<file path="src/tct_pkg.sv">
package tct_pkg;

   localparam int TABLE_ENTRIES = 64;
   localparam int IDX_W = $clog2(TABLE_ENTRIES);
   localparam int CNT_W = $clog2(TABLE_ENTRIES + 1);

   localparam logic [7:0] F_FIN = 8'h01;
   localparam logic [7:0] F_SYN = 8'h02;
   localparam logic [7:0] F_RST = 8'h04;
   localparam logic [7:0] F_ACK = 8'h10;

   localparam logic [2:0] PH_IDLE     = 3'd0;
   localparam logic [2:0] PH_SYN_SENT = 3'd1;
   localparam logic [2:0] PH_SYNACK   = 3'd2;
   localparam logic [2:0] PH_ESTAB    = 3'd3;
   localparam logic [2:0] PH_FIN_SENT = 3'd4;
   localparam logic [2:0] PH_FIN_ACK  = 3'd5;

   localparam logic [2:0] WHY_RULE    = 3'd0;
   localparam logic [2:0] WHY_NO_RULE = 3'd1;
   localparam logic [2:0] WHY_INVALID = 3'd2;
   localparam logic [2:0] WHY_EXISTS  = 3'd3;
   localparam logic [2:0] WHY_RESET   = 3'd4;
   localparam logic [2:0] WHY_FULL    = 3'd5;

   localparam logic [8:0] NO_RULE_CODE = 9'h1FF;

   // Entry word: client addr/port, server addr/port, phases, fin seqs, rule.
   typedef struct packed {
      logic [31:0] client_address;
      logic [15:0] cli_port;
      logic [31:0] server_address;
      logic [15:0] srv_port;
      logic [2:0]  client_phase;
      logic [2:0]  server_phase;
      logic [31:0] client_fin_seq;
      logic [31:0] server_fin_seq;
      logic [7:0]  entry_rule;
   } entry_type;

   localparam int ENTRY_W = $bits(entry_type);

   typedef struct packed {
      logic [31:0] src_addr;
      logic [31:0] dst_addr;
      logic [15:0] src_port;
      logic [15:0] dst_port;
      logic [7:0]  flag_byte;
      logic [31:0] seq_num;
      logic [31:0] ack_num;
      logic [7:0]  rule_index;
      logic        static_action;
      logic        static_no_rule;
   } req_type;

   typedef struct packed {
      logic       verdict;
      logic [2:0] why;
      logic [8:0] matched_rule;
   } rsp_type;

   // Controller to datapath.
   typedef struct packed {
      logic load_req;    // capture request, restart scan
      logic scan_read;   // issue read at scan index
      logic scan_check;  // check data returned for previous scan index
      logic finish;      // compute and commit the result
   } cmd_type;

   // Datapath to controller.
   typedef struct packed {
      logic scan_last_issued;
   } sts_type;

endpackage

</file>
<file path="src/tct_control.sv">
module tct_control
   import tct_pkg::*;
(
   input  logic    clock,
   input  logic    reset,
   input  logic    req_valid,
   output logic    req_ready,
   output logic    rsp_valid,
   input  logic    rsp_ready,
   input  sts_type sts,
   output cmd_type cmd
);
   typedef enum logic [3:0] {
      ST_IDLE  = 4'b0001,
      ST_SCAN  = 4'b0010,
      ST_LAST  = 4'b0100,
      ST_DONE  = 4'b1000
   } state_type;

   state_type state_ff, state_in;
   logic      rsp_valid_ff, rsp_valid_in;

   assign req_ready = (state_ff == ST_IDLE);
   assign rsp_valid = rsp_valid_ff;

   always_comb begin
      state_in       = state_ff;
      rsp_valid_in   = rsp_valid_ff && !rsp_ready;
      cmd            = '0;
      case (state_ff)
         ST_IDLE: begin
            if (req_valid) begin
               cmd.load_req = 1'b1;
               state_in = ST_SCAN;
            end
         end
         ST_SCAN: begin
            // Read the next entry; check the one read last cycle.
            cmd.scan_read  = 1'b1;
            cmd.scan_check = 1'b1;
            if (sts.scan_last_issued) state_in = ST_LAST;
         end
         ST_LAST: begin
            cmd.scan_check = 1'b1;
            state_in = ST_DONE;
         end
         ST_DONE: begin
            // Hold until the output register is free.
            if (!rsp_valid_ff || rsp_ready) begin
               cmd.finish   = 1'b1;
               rsp_valid_in = 1'b1;
               state_in     = ST_IDLE;
            end
         end
         default: state_in = ST_IDLE;
      endcase
   end

   always_ff @(posedge clock) begin
      if (reset) begin
         state_ff     <= ST_IDLE;
         rsp_valid_ff <= 1'b0;
      end else begin
         state_ff     <= state_in;
         rsp_valid_ff <= rsp_valid_in;
      end
   end

   a_one_hot: assert property (@(posedge clock) disable iff (reset)
      $onehot(state_ff)) else $error("state not one-hot");
   a_finish_sets_valid: assert property (@(posedge clock) disable iff (reset)
      cmd.finish |=> rsp_valid_ff) else $error("result lost");
   a_load_idle: assert property (@(posedge clock) disable iff (reset)
      cmd.load_req |-> state_ff == ST_IDLE) else $error("load outside idle");
endmodule

</file>
<file path="config.mk">
export PLATFORM = sky130hd
export DESIGN_NAME = tct_control
export DESIGN_NICKNAME = d
export VERILOG_FILES = /design/src/tct_pkg.sv /design/src/tct_control.sv
export SDC_FILE = /design/constraint.sdc
export NUM_CORES = 1
export LEC_CHECK = 0
export ABC_AREA = 0
export BUFFER_PORTS_ARGS = -buffer_cell sky130_fd_sc_hd__clkbuf_2
export CAP_MARGIN = 20
export CORE_AREA = 2 2 39 41
export DETAILED_ROUTE_END_ITERATION = 8
export DIE_AREA = 0 0 41 43
export GPL_TIMING_DRIVEN = 0
export PLACE_DENSITY = 0.43
export SYNTH_ARGS = -nofsm -noshare
export SYNTH_HDL_FRONTEND = slang
export SYNTH_SLANG_ARGS = --single-unit
</file>
<file path="constraint.sdc">
create_clock -name clock -period 1.31 [get_ports clock]
set_input_delay 0.131 -clock clock [delete_from_list [all_inputs] [get_ports clock]]
set_output_delay 0.131 -clock clock [all_outputs]
set_load 0.01 [all_outputs]
</file>
==> summary.txt, run 1 <==
proportion of netlist area held by the largest area contributor: 39.02%
Bufs on Longest Clock Path: 2
GRT Total Usage: 9.648%
dominant combinational cell family by area after synthesis: simple AND/OR/NAND/NOR gates
number of setup violations in the final report: 4
Mapped Cells: 30
portion of the clock cycle consumed by the worst path in the final layout: 113.0%
cell area after technology mapping: 256.5 um^2
mux contribution to synthesized area: 0%
clock sinks: 5
setup repair after global routing missed its margin: yes
TritonCTS clock tree: built
highest metal layer with signal wires: met4
worst hold-check slack: 0.1063 ns
wire length the detailed router placed on met1: 298 um
remaining number of nets flagged by the antenna check after routing: 0
Horiz. Die Dim: 41 um
Layout Nets: 53
number of global-route vias before repair: 248
initial antenna violation count: 0
number of placed I/O pins: 11
worst vdd rail ir drop: 0.0003419 V
total of flip-flops plus latches after synthesis: 5
root cell of the clock tree: sky130_fd_sc_hd__clkbuf_4
first-pass GRT wire length: 1069 um
smallest setup slack after layout: -0.1706 ns
Arrival @ worst endpoint: 1.35 ns
post-synthesis adder-cell area fraction: 0%
Synth cell types: 18
floorplan core area: 1384 um^2
drc violations: 0
net count of the mapped netlist: 35
xor/xnor share of the synthesized area: 3.415%
gr ovfl total: 0
achievable frequency: 675.4 MHz
via/cell ratio: 4.302
Final Max Slew Viols: 0
failing checks: negative setup slack
Routed Wire Length: 638 um
power density normalized to cell area: 1023 nW/um^2
starting density of the core: 18.54%
biggest area consumer among synthesized cells: sky130_fd_sc_hd__dfxtp_1
kind of end point of the critical path: primary output
number of max-cap violations: 0
result of the run: finished, violations left
routed wirelength normalized by instance count: 10.13 um
Final GP Congestion: 0.6441
critical setup path kind: reg -> out
minimum period implied by the final worst setup slack: 1.481 ns
clock-pin slew on the worst setup and hold paths: 0.04 ns
number of warnings reported in the yosys synthesis log: 0
floorplan die height: 43 um
met2 routed WL: 285 um
Req. time, crit path: 1.18 ns
port buffer count: 10
portion of the post-synthesis area used by sequential elements: 39.02%
Setup Skew: 0.002063 ns
overall power after layout: 0.4109 mW
finished layout cell area: 401.6 um^2
share of post-route cells with drive strength above 1: 51.06%
startpoint type of the worst setup path: flip-flop
estimated wirelength of the detail-placed design: 427.6 um
post-place instance area: 326.6 um^2
routed vias: 271
worst slack at placement: -0.04608 ns
total length of routed met3 wires: 36 um
worst relative slew slack: 74.75%
cts bufs inserted: 3
largest net degree at the start of global routing: 9
top cells by area in the synthesized netlist: sky130_fd_sc_hd__dfxtp_1, sky130_fd_sc_hd__nor4_1, sky130_fd_sc_hd__a21oi_1
Clk Latency, worst-skew pair: 0.24 ns
Setup Total Neg Slack: -0.3743 ns
count of endpoints failing hold in the final timing report: 0
DRT iter0 DRCs: 3
complex-gate fraction of the synthesized area: 11.22%
worst hold-check path type: in -> reg
Worst Tran Pin Value: 0.3777 ns
number of levels in the clock H-tree: 1
fraction of the mapped netlist area in simple logic gates: 40.00%
Leakage: 0.1618 nW
average size of a mapped cell: 8.550 um^2
die area: 1763 um^2
count of antenna diodes in the layout: 0
TritonRoute pass-1 iters: 3
Cell Rows: 14
Crit Path Max Fanout: 3
Area growth syn-to-layout: 56.59%
## Yosys cell counts
library cell and instances:
sky130_fd_sc_hd__nor4bb_1 1, sky130_fd_sc_hd__nor3_1 1, sky130_fd_sc_hd__inv_1 3, sky130_fd_sc_hd__o31ai_1 1, sky130_fd_sc_hd__nor4b_2 1, sky130_fd_sc_hd__or4b_1 1, sky130_fd_sc_hd__nor3b_1 1, sky130_fd_sc_hd__a31oi_1 1
sky130_fd_sc_hd__nor2_1 2, sky130_fd_sc_hd__a21oi_1 3, sky130_fd_sc_hd__buf_2 1, sky130_fd_sc_hd__nor4_1 4, sky130_fd_sc_hd__nor2b_1 1, sky130_fd_sc_hd__and2_1 1, sky130_fd_sc_hd__nand2_1 1, sky130_fd_sc_hd__dfxtp_1 5
sky130_fd_sc_hd__xnor2_1 1, sky130_fd_sc_hd__nand2b_1 1
## final timing paths
kind,from,cells past startpoint,slack [ns],to
max,state_ff[0]$_SDFFE_PP1P_,3,-0.17,cmd[0]
min,sts,3,0.11,state_ff[2]$_SDFFE_PP0P_
max reg2reg,state_ff[0]$_SDFFE_PP1P_,3,0.13,state_ff[0]$_SDFFE_PP1P_
min reg2reg,state_ff[1]$_SDFFE_PP0P_,1,0.45,state_ff[3]$_SDFFE_PP0P_
## cell type report
cell class | instances | area (um^2)
Inverter | 3 | 11.26
Timing Repair Buffer | 14 | 80.08
Sequential cell | 5 | 115.1
Tap cell | 16 | 20.02
Fill cell | 154 | 982.2
Multi-Input combinational cell | 21 | 148.9
Clock buffer | 4 | 26.28
## cell usage in the layout, fill, tap and decap left out, types with 2 or more instances in the layout
master / n
sky130_fd_sc_hd__a21oi_1: 3
sky130_fd_sc_hd__buf_2: 2
sky130_fd_sc_hd__buf_4: 4
sky130_fd_sc_hd__clkbuf_2: 8
sky130_fd_sc_hd__clkbuf_4: 3
sky130_fd_sc_hd__dfxtp_4: 4
sky130_fd_sc_hd__inv_1: 3
sky130_fd_sc_hd__nor2_1: 2
sky130_fd_sc_hd__nor4_1: 4
## cells by family after synthesis
group	count (synthesis)
flops	5
buf+inv	4
simple gates	15
xor+xnor	1
compound gates	5
## where the power goes
| group | total [mW] | switching [mW] | internal, mW |
|---|---|---|---|
| logic | 0.0749 | 0.0378 | 0.0370 |
| registers | 0.164 | 0.00700 | 0.157 |
| clock network | 0.172 | 0.0574 | 0.115 |
## registers in the layout (all words and copies together), names as in the netlist
register and flops:
state_ff 4, rsp_valid 1
## per-layer routing
metal | GRT usage, % | up-vias
li1 | - | 145
met1 | 13.23 | 113
met2 | 10.63 | 11
met3 | 1.571 | 2
met4 | 12.00 | 0
met5 | 0 | -
## through the flow
step                      std cells  utilization, %
final                            63           29.02
after global routing             63           29.02
after CTS                        61           27.76
after detailed placement         56           23.60
after global placement           56           23.60
after floorplan                  30               -
## worst max-delay path, cell delays in order (launching register included)
cell and delay, ns:
sky130_fd_sc_hd__dfxtp_4 0.33, sky130_fd_sc_hd__or4b_4 0.54, sky130_fd_sc_hd__nor2b_1 0.11, sky130_fd_sc_hd__buf_2 0.13
## repair_timing
item,CTS,global route
hold buffers,0,0
resized for setup,9,3
endpoints found under the hold margin,0,0
setup endpoints to repair,5,5
setup buffers,2,2
No activity file was read; power rests on OpenSTA's default activity.
==> run 2, diff against run 1 <==
--- a/config.mk
+++ b/config.mk
@@ -13,6 +13,7 @@
 export DIE_AREA = 0 0 41 43
 export GPL_TIMING_DRIVEN = 0
 export PLACE_DENSITY = 0.43
+export SETUP_SLACK_MARGIN = 0.05
 export SYNTH_ARGS = -nofsm -noshare
 export SYNTH_HDL_FRONTEND = slang
 export SYNTH_SLANG_ARGS = --single-unit
==> run 2 against run 1 <==
Against the previous run:
- the flow still finishes with violations (negative setup slack)
- sequential share of layout area is 3.4 points lower
- clock skew barely moved
- count of clock-buffer cells in the layout is the same
- critical path depth unchanged
- utilization is 2.5 points higher
- critical path type unchanged
- largest cell class unchanged
- largest power group is now sequential cells
- highest routed layer is now met3
==> summary.txt, run 2 (same netlist as run 1, synthesis figures left out) <==
CP max stage delay: 0.55 ns
critical setup path kind: reg -> out
NetSw: 0.1056 mW
die area: 1763 um^2
Worst Tran Pin Value: 0.2619 ns
gr ovfl total: 0
root cell of the clock tree: sky130_fd_sc_hd__clkbuf_4
cts bufs inserted: 3
Clock Power Share: 39.8%
Bufs on Longest Clock Path: 2
worst vdd rail ir drop: 0.0002447 V
result of the run: finished, violations left
Crit Path Max Fanout: 8
Final Max Slew Viols: 0
share of post-route cells with drive strength above 1: 56.25%
via/cell ratio: 4.406
TritonCTS clock tree: built
achievable frequency: 658.8 MHz
remaining number of nets flagged by the antenna check after routing: 0
number of levels in the clock H-tree: 1
worst hold-check slack: 0.1168 ns
worst hold-check path type: in -> reg
clock-pin slew on the worst setup and hold paths: 0.04 ns
floorplan core area: 1384 um^2
routed vias: 282
number of setup violations in the final report: 5
top library cells by usage in the layout, fill and taps aside: sky130_fd_sc_hd__clkbuf_2, sky130_fd_sc_hd__nor4_1
Area growth syn-to-layout: 70.24%
Horiz. Die Dim: 41 um
end of the worst register-to-register path: state_ff[0]$_SDFFE_PP1P_
number of max-cap violations: 0
smallest setup slack after layout: -0.2079 ns
minimum period implied by the final worst setup slack: 1.518 ns
register-to-register path setup slack: 0.07 ns
initial antenna violation count: 0
area taken by flip-flops and latches: 110.1 um^2
kind of end point of the critical path: primary output
largest net degree at the start of global routing: 9
count of endpoints failing hold in the final timing report: 0
number of placed I/O pins: 11
delay-heaviest family, CP: simple AND/OR/NAND/NOR gates
Final GP Congestion: 0.6440
portion of the clock cycle consumed by the worst path in the final layout: 115.9%
finished layout cell area: 436.7 um^2
DRT iter0 DRCs: 3
power density normalized to cell area: 986.9 nW/um^2
floorplan die height: 43 um
Setup Skew: 0.001976 ns
TritonRoute pass-1 iters: 4
origin of the critical flop-to-flop path: state_ff[0]$_SDFFE_PP1P_
cells along the critical path: or4b_4 > nor2b_2 > buf_2
area of the multi-input gates: 167.7 um^2
estimated wirelength of the detail-placed design: 434.3 um
GRT Total Usage: 10.04%
Cell Rows: 14
overall power after layout: 0.4310 mW
Hold EP: state_ff[2]$_SDFFE_PP0P_
Levels on crit path: 3
setup repair after global routing missed its margin: yes
fraction of power consumed by sequential logic: 40.6%
filler cell count: 151
Setup Total Neg Slack: -0.4251 ns
number of flip-flops in the largest register: 4
hold-critical path depth: 3
post-place instance area: 329.1 um^2
Routed Wire Length: 663 um
Req. time, crit path: 1.18 ns
drc violations: 0
routed wirelength normalized by instance count: 10.36 um
most common cell after layout, fill and taps aside: sky130_fd_sc_hd__clkbuf_2
Leakage: 0.1830 nW
number of global-route vias before repair: 247
Slowest-stage cell, CP: sky130_fd_sc_hd__or4b_4
fraction of power spent switching nets: 24.51%
starting density of the core: 18.54%
Biggest register: state_ff
share of power burned in combinational logic: 19.6%
count of antenna diodes in the layout: 0
Register-to-Register Path Depth: 3
Layout Nets: 54
first-pass GRT wire length: 1076 um
Internal Pwr Total: 0.3253 mW
fin util: 31.56%
worst path bufs/invs: 1
port buffer count: 10
worst relative slew slack: 82.38%
clock sinks: 5
failing checks: negative setup slack
Clk Latency, worst-skew pair: 0.23 ns
launch instance of the worst min-delay path: sts
startpoint type of the worst setup path: flip-flop
Arrival @ worst endpoint: 1.39 ns
[run 2: per-stage QoR]
stage               setup WS (ns)  cells
floorplan                 0.06718     30
global placement         -0.05885     56
detailed placement       -0.05828     56
CTS                       -0.2387     60
global route              -0.2648     64
finish                    -0.2079     64
[run 2: worst register-to-register path: cells and delay by family, from the launching register on]
family	cells	cell delay, ns
DFF	1	0.36
and+or+nand+nor	2	0.68
AOI/OAI and AO/OA	1	0.07
[run 2: layout make-up]
type | instances | share of cell area, %
inverter | 3 | 2.579
sequential | 5 | 25.21
multi-input combinational | 21 | 38.40
clock buffer | 4 | 6.017
buffer | 1 | 2.579
timing repair buffer | 14 | 20.63
tap | 16 | 4.585
[run 2: routing by layer]
layer | global-route usage [%] | share of wire, % | wire length [um]
met5 | 0 | 0 | 0
met4 | 12.00 | 0 | 0
met3 | 4.712 | 7.1 | 47
met2 | 10.00 | 49 | 325
met1 | 13.18 | 44 | 291
[run 2: power groups by stage]
stage               logic [mW]  clock network [mW]  registers, mW
floorplan               0.0356                   0          0.171
global placement        0.0585                   0          0.175
detailed placement      0.0585                   0          0.175
CTS                     0.0605               0.183          0.175
global route            0.0927               0.193          0.176
finish                  0.0843               0.172          0.175
[run 2: timing repair]
action	CTS	global route
pin swaps	0	1
gates resized for setup	7	11
hold buffers	0	0
hold endpoints to repair	0	0
buffers inserted	0	4
endpoints found under the setup margin	6	6
[run 2: worst max path at each step]
stage,endpoint,slack (ns),startpoint
after global placement,cmd[0],-0.06,state_ff[3]$_SDFFE_PP0P_
after floorplan,cmd[0],0.07,state_ff[2]$_SDFFE_PP0P_
after detailed placement,cmd[0],-0.06,state_ff[3]$_SDFFE_PP0P_
after CTS,cmd[0],-0.24,state_ff[2]$_SDFFE_PP0P_
after global routing,cmd[0],-0.26,state_ff[2]$_SDFFE_PP0P_
final,cmd[0],-0.21,state_ff[0]$_SDFFE_PP1P_
==> run 3, diff against run 2 <==
--- a/config.mk
+++ b/config.mk
@@ -11,7 +11,6 @@
 export CORE_AREA = 2 2 39 41
 export DETAILED_ROUTE_END_ITERATION = 8
 export DIE_AREA = 0 0 41 43
-export GPL_TIMING_DRIVEN = 0
 export PLACE_DENSITY = 0.43
 export SETUP_SLACK_MARGIN = 0.05
 export SYNTH_ARGS = -nofsm -noshare
==> run 3 against run 2 <==
Against the previous run:
- fmax rose by 3.4%
- sequential cell count did not move
- final cell count rose by 4.7%
- utilization rose by 2.2 points
- wire length rose by 21%
- global-route usage rose by 0.19 points
- clock skew fell by 0.0010 ns
- the run still ends with negative setup slack left
- highest routed layer is now met4
- largest cell class unchanged
==> summary.txt, run 3 (same netlist as run 1, synthesis figures left out) <==
via/cell ratio: 4.537
Final GP Congestion: 0.6914
drc violations: 0
smallest setup slack after layout: -0.1575 ns
initial antenna violation count: 0
Leakage: 0.1976 nW
setup repair after global routing missed its margin: yes
number of max-cap violations: 0
Area growth syn-to-layout: 81.95%
Horiz. Die Dim: 41 um
gr ovfl total: 0
Layout Nets: 57
worst hold-check path type: in -> reg
number of buffers added to fix hold violations after cts: 0
minimum period implied by the final worst setup slack: 1.467 ns
TritonCTS clock tree: built
CP max stage delay: 0.55 ns
Worst Tran Pin Value: 0.2712 ns
routed vias: 304
Arrival @ worst endpoint: 1.34 ns
largest net degree at the start of global routing: 8
cts bufs inserted: 3
kind of end point of the critical path: primary output
worst vdd rail ir drop: 0.0003546 V
number of setup violations in the final report: 3
post-place instance area: 361.6 um^2
root cell of the clock tree: sky130_fd_sc_hd__clkbuf_4
Bufs on Longest Clock Path: 2
worst path bufs/invs: 1
Crit Path Max Fanout: 3
startpoint type of the worst setup path: flip-flop
share of post-route cells with drive strength above 1: 58.82%
starting density of the core: 18.54%
delay-heaviest family, CP: simple AND/OR/NAND/NOR gates
routed wirelength normalized by instance count: 11.93 um
number of placed I/O pins: 11
count of antenna diodes in the layout: 0
area of the multi-input gates: 182.7 um^2
Cell Rows: 14
top library cells by usage in the layout, fill and taps aside: sky130_fd_sc_hd__clkbuf_2, sky130_fd_sc_hd__buf_4, sky130_fd_sc_hd__buf_2
TritonRoute pass-1 iters: 3
estimated wirelength of the detail-placed design: 493.6 um
Routed Wire Length: 799 um
Clk Latency, worst-skew pair: 0.24 ns
failing checks: negative setup slack
Req. time, crit path: 1.18 ns
GRT Total Usage: 10.23%
number of flip-flops in the largest register: 4
number of global-route vias before repair: 250
remaining number of nets flagged by the antenna check after routing: 0
Biggest register: state_ff
number of levels in the clock H-tree: 1
power density normalized to cell area: 961.2 nW/um^2
clock sinks: 5
Final Max Slew Viols: 0
first-pass GRT wire length: 1076 um
critical setup path kind: reg -> out
floorplan core area: 1384 um^2
portion of the clock cycle consumed by the worst path in the final layout: 112.0%
die area: 1763 um^2
Slowest-stage cell, CP: sky130_fd_sc_hd__or4b_4
count of endpoints failing hold in the final timing report: 0
worst slack at placement: 0.05250 ns
Setup Skew: 0.0009429 ns
floorplan die height: 43 um
cells along the critical path: or4b_4 > nor2b_2 > buf_2
clock-pin slew on the worst setup and hold paths: 0.04 ns
finished layout cell area: 466.7 um^2
area taken by flip-flops and latches: 108.9 um^2
worst hold-check slack: 0.1157 ns
result of the run: finished, violations left
achievable frequency: 681.4 MHz
worst relative slew slack: 81.75%
DRT iter0 DRCs: 1
filler cell count: 149
port buffer count: 10
run 3: cell types whose count changed in the layout (fill, tap and decap cells not counted), sizes merged:
| cell | delta |
|---|---|
| buf | +3 |
run 3: report_power, final:
group          switching, mW  leakage, nW  internal (mW)  total, mW
combinational         0.0523        0.140         0.0609      0.113
sequential           0.00526       0.0427          0.157      0.162
clock                 0.0586       0.0150          0.115      0.174
total                  0.116        0.198          0.332      0.449
run 3: metal layers:
layer	vias up	routed length, um	track usage, %	share of wire [%]
met1	134	342	12.18	43
met4	0	23	12.00	2.9
li1	155	-	-	-
met2	13	387	12.50	48
met3	2	45	3.141	5.6
met5	-	0	0	0
run 3: metrics by stage:
stage,TNS (ns),instances,util (%),power (mW)
floorplan,0,30,-,0.2069
global placement,0,60,26.13,0.2514
detailed placement,0,60,26.13,0.2505
CTS,-0.4065,64,29.66,0.4318
global route,-0.5257,67,33.73,0.4820
finish,-0.2810,67,33.73,0.4486
run 3: final cells by class:
class                           instances  share of cell area [%]
Tap cell                               16                   4.290
Clock buffer                            4                   5.630
Timing Repair Buffer                   18                   25.20
Sequential cell                         5                   23.32
Inverter                                3                   2.413
Multi-Input combinational cell         21                   39.14
run 3: tightest hold or removal path, delay by kind of cell:
family                 cells  cell delay [ns]
buffers and inverters      1             0.09
and+or+nand+nor            2             0.10
run 3: repair_timing:
| action | in CTS | in global routing |
|---|---|---|
| resized for setup | 7 | 11 |
| setup buffers | 0 | 4 |
| pin swaps | 2 | 1 |
| setup endpoints to repair | 5 | 6 |
run 3: path summary, 6_finish.rpt:
path / start / depth (start not counted) / slack (ns) / end
worst max-delay path: state_ff[0]$_SDFFE_PP1P_ / 3 / -0.16 / cmd[0]
worst min-delay path: sts / 3 / 0.12 / state_ff[2]$_SDFFE_PP0P_
worst max register to register: state_ff[1]$_SDFFE_PP0P_ / 6 / 0.09 / state_ff[0]$_SDFFE_PP1P_
worst min register to register: rsp_valid$_SDFF_PP0_ / 2 / 0.53 / rsp_valid$_SDFF_PP0_
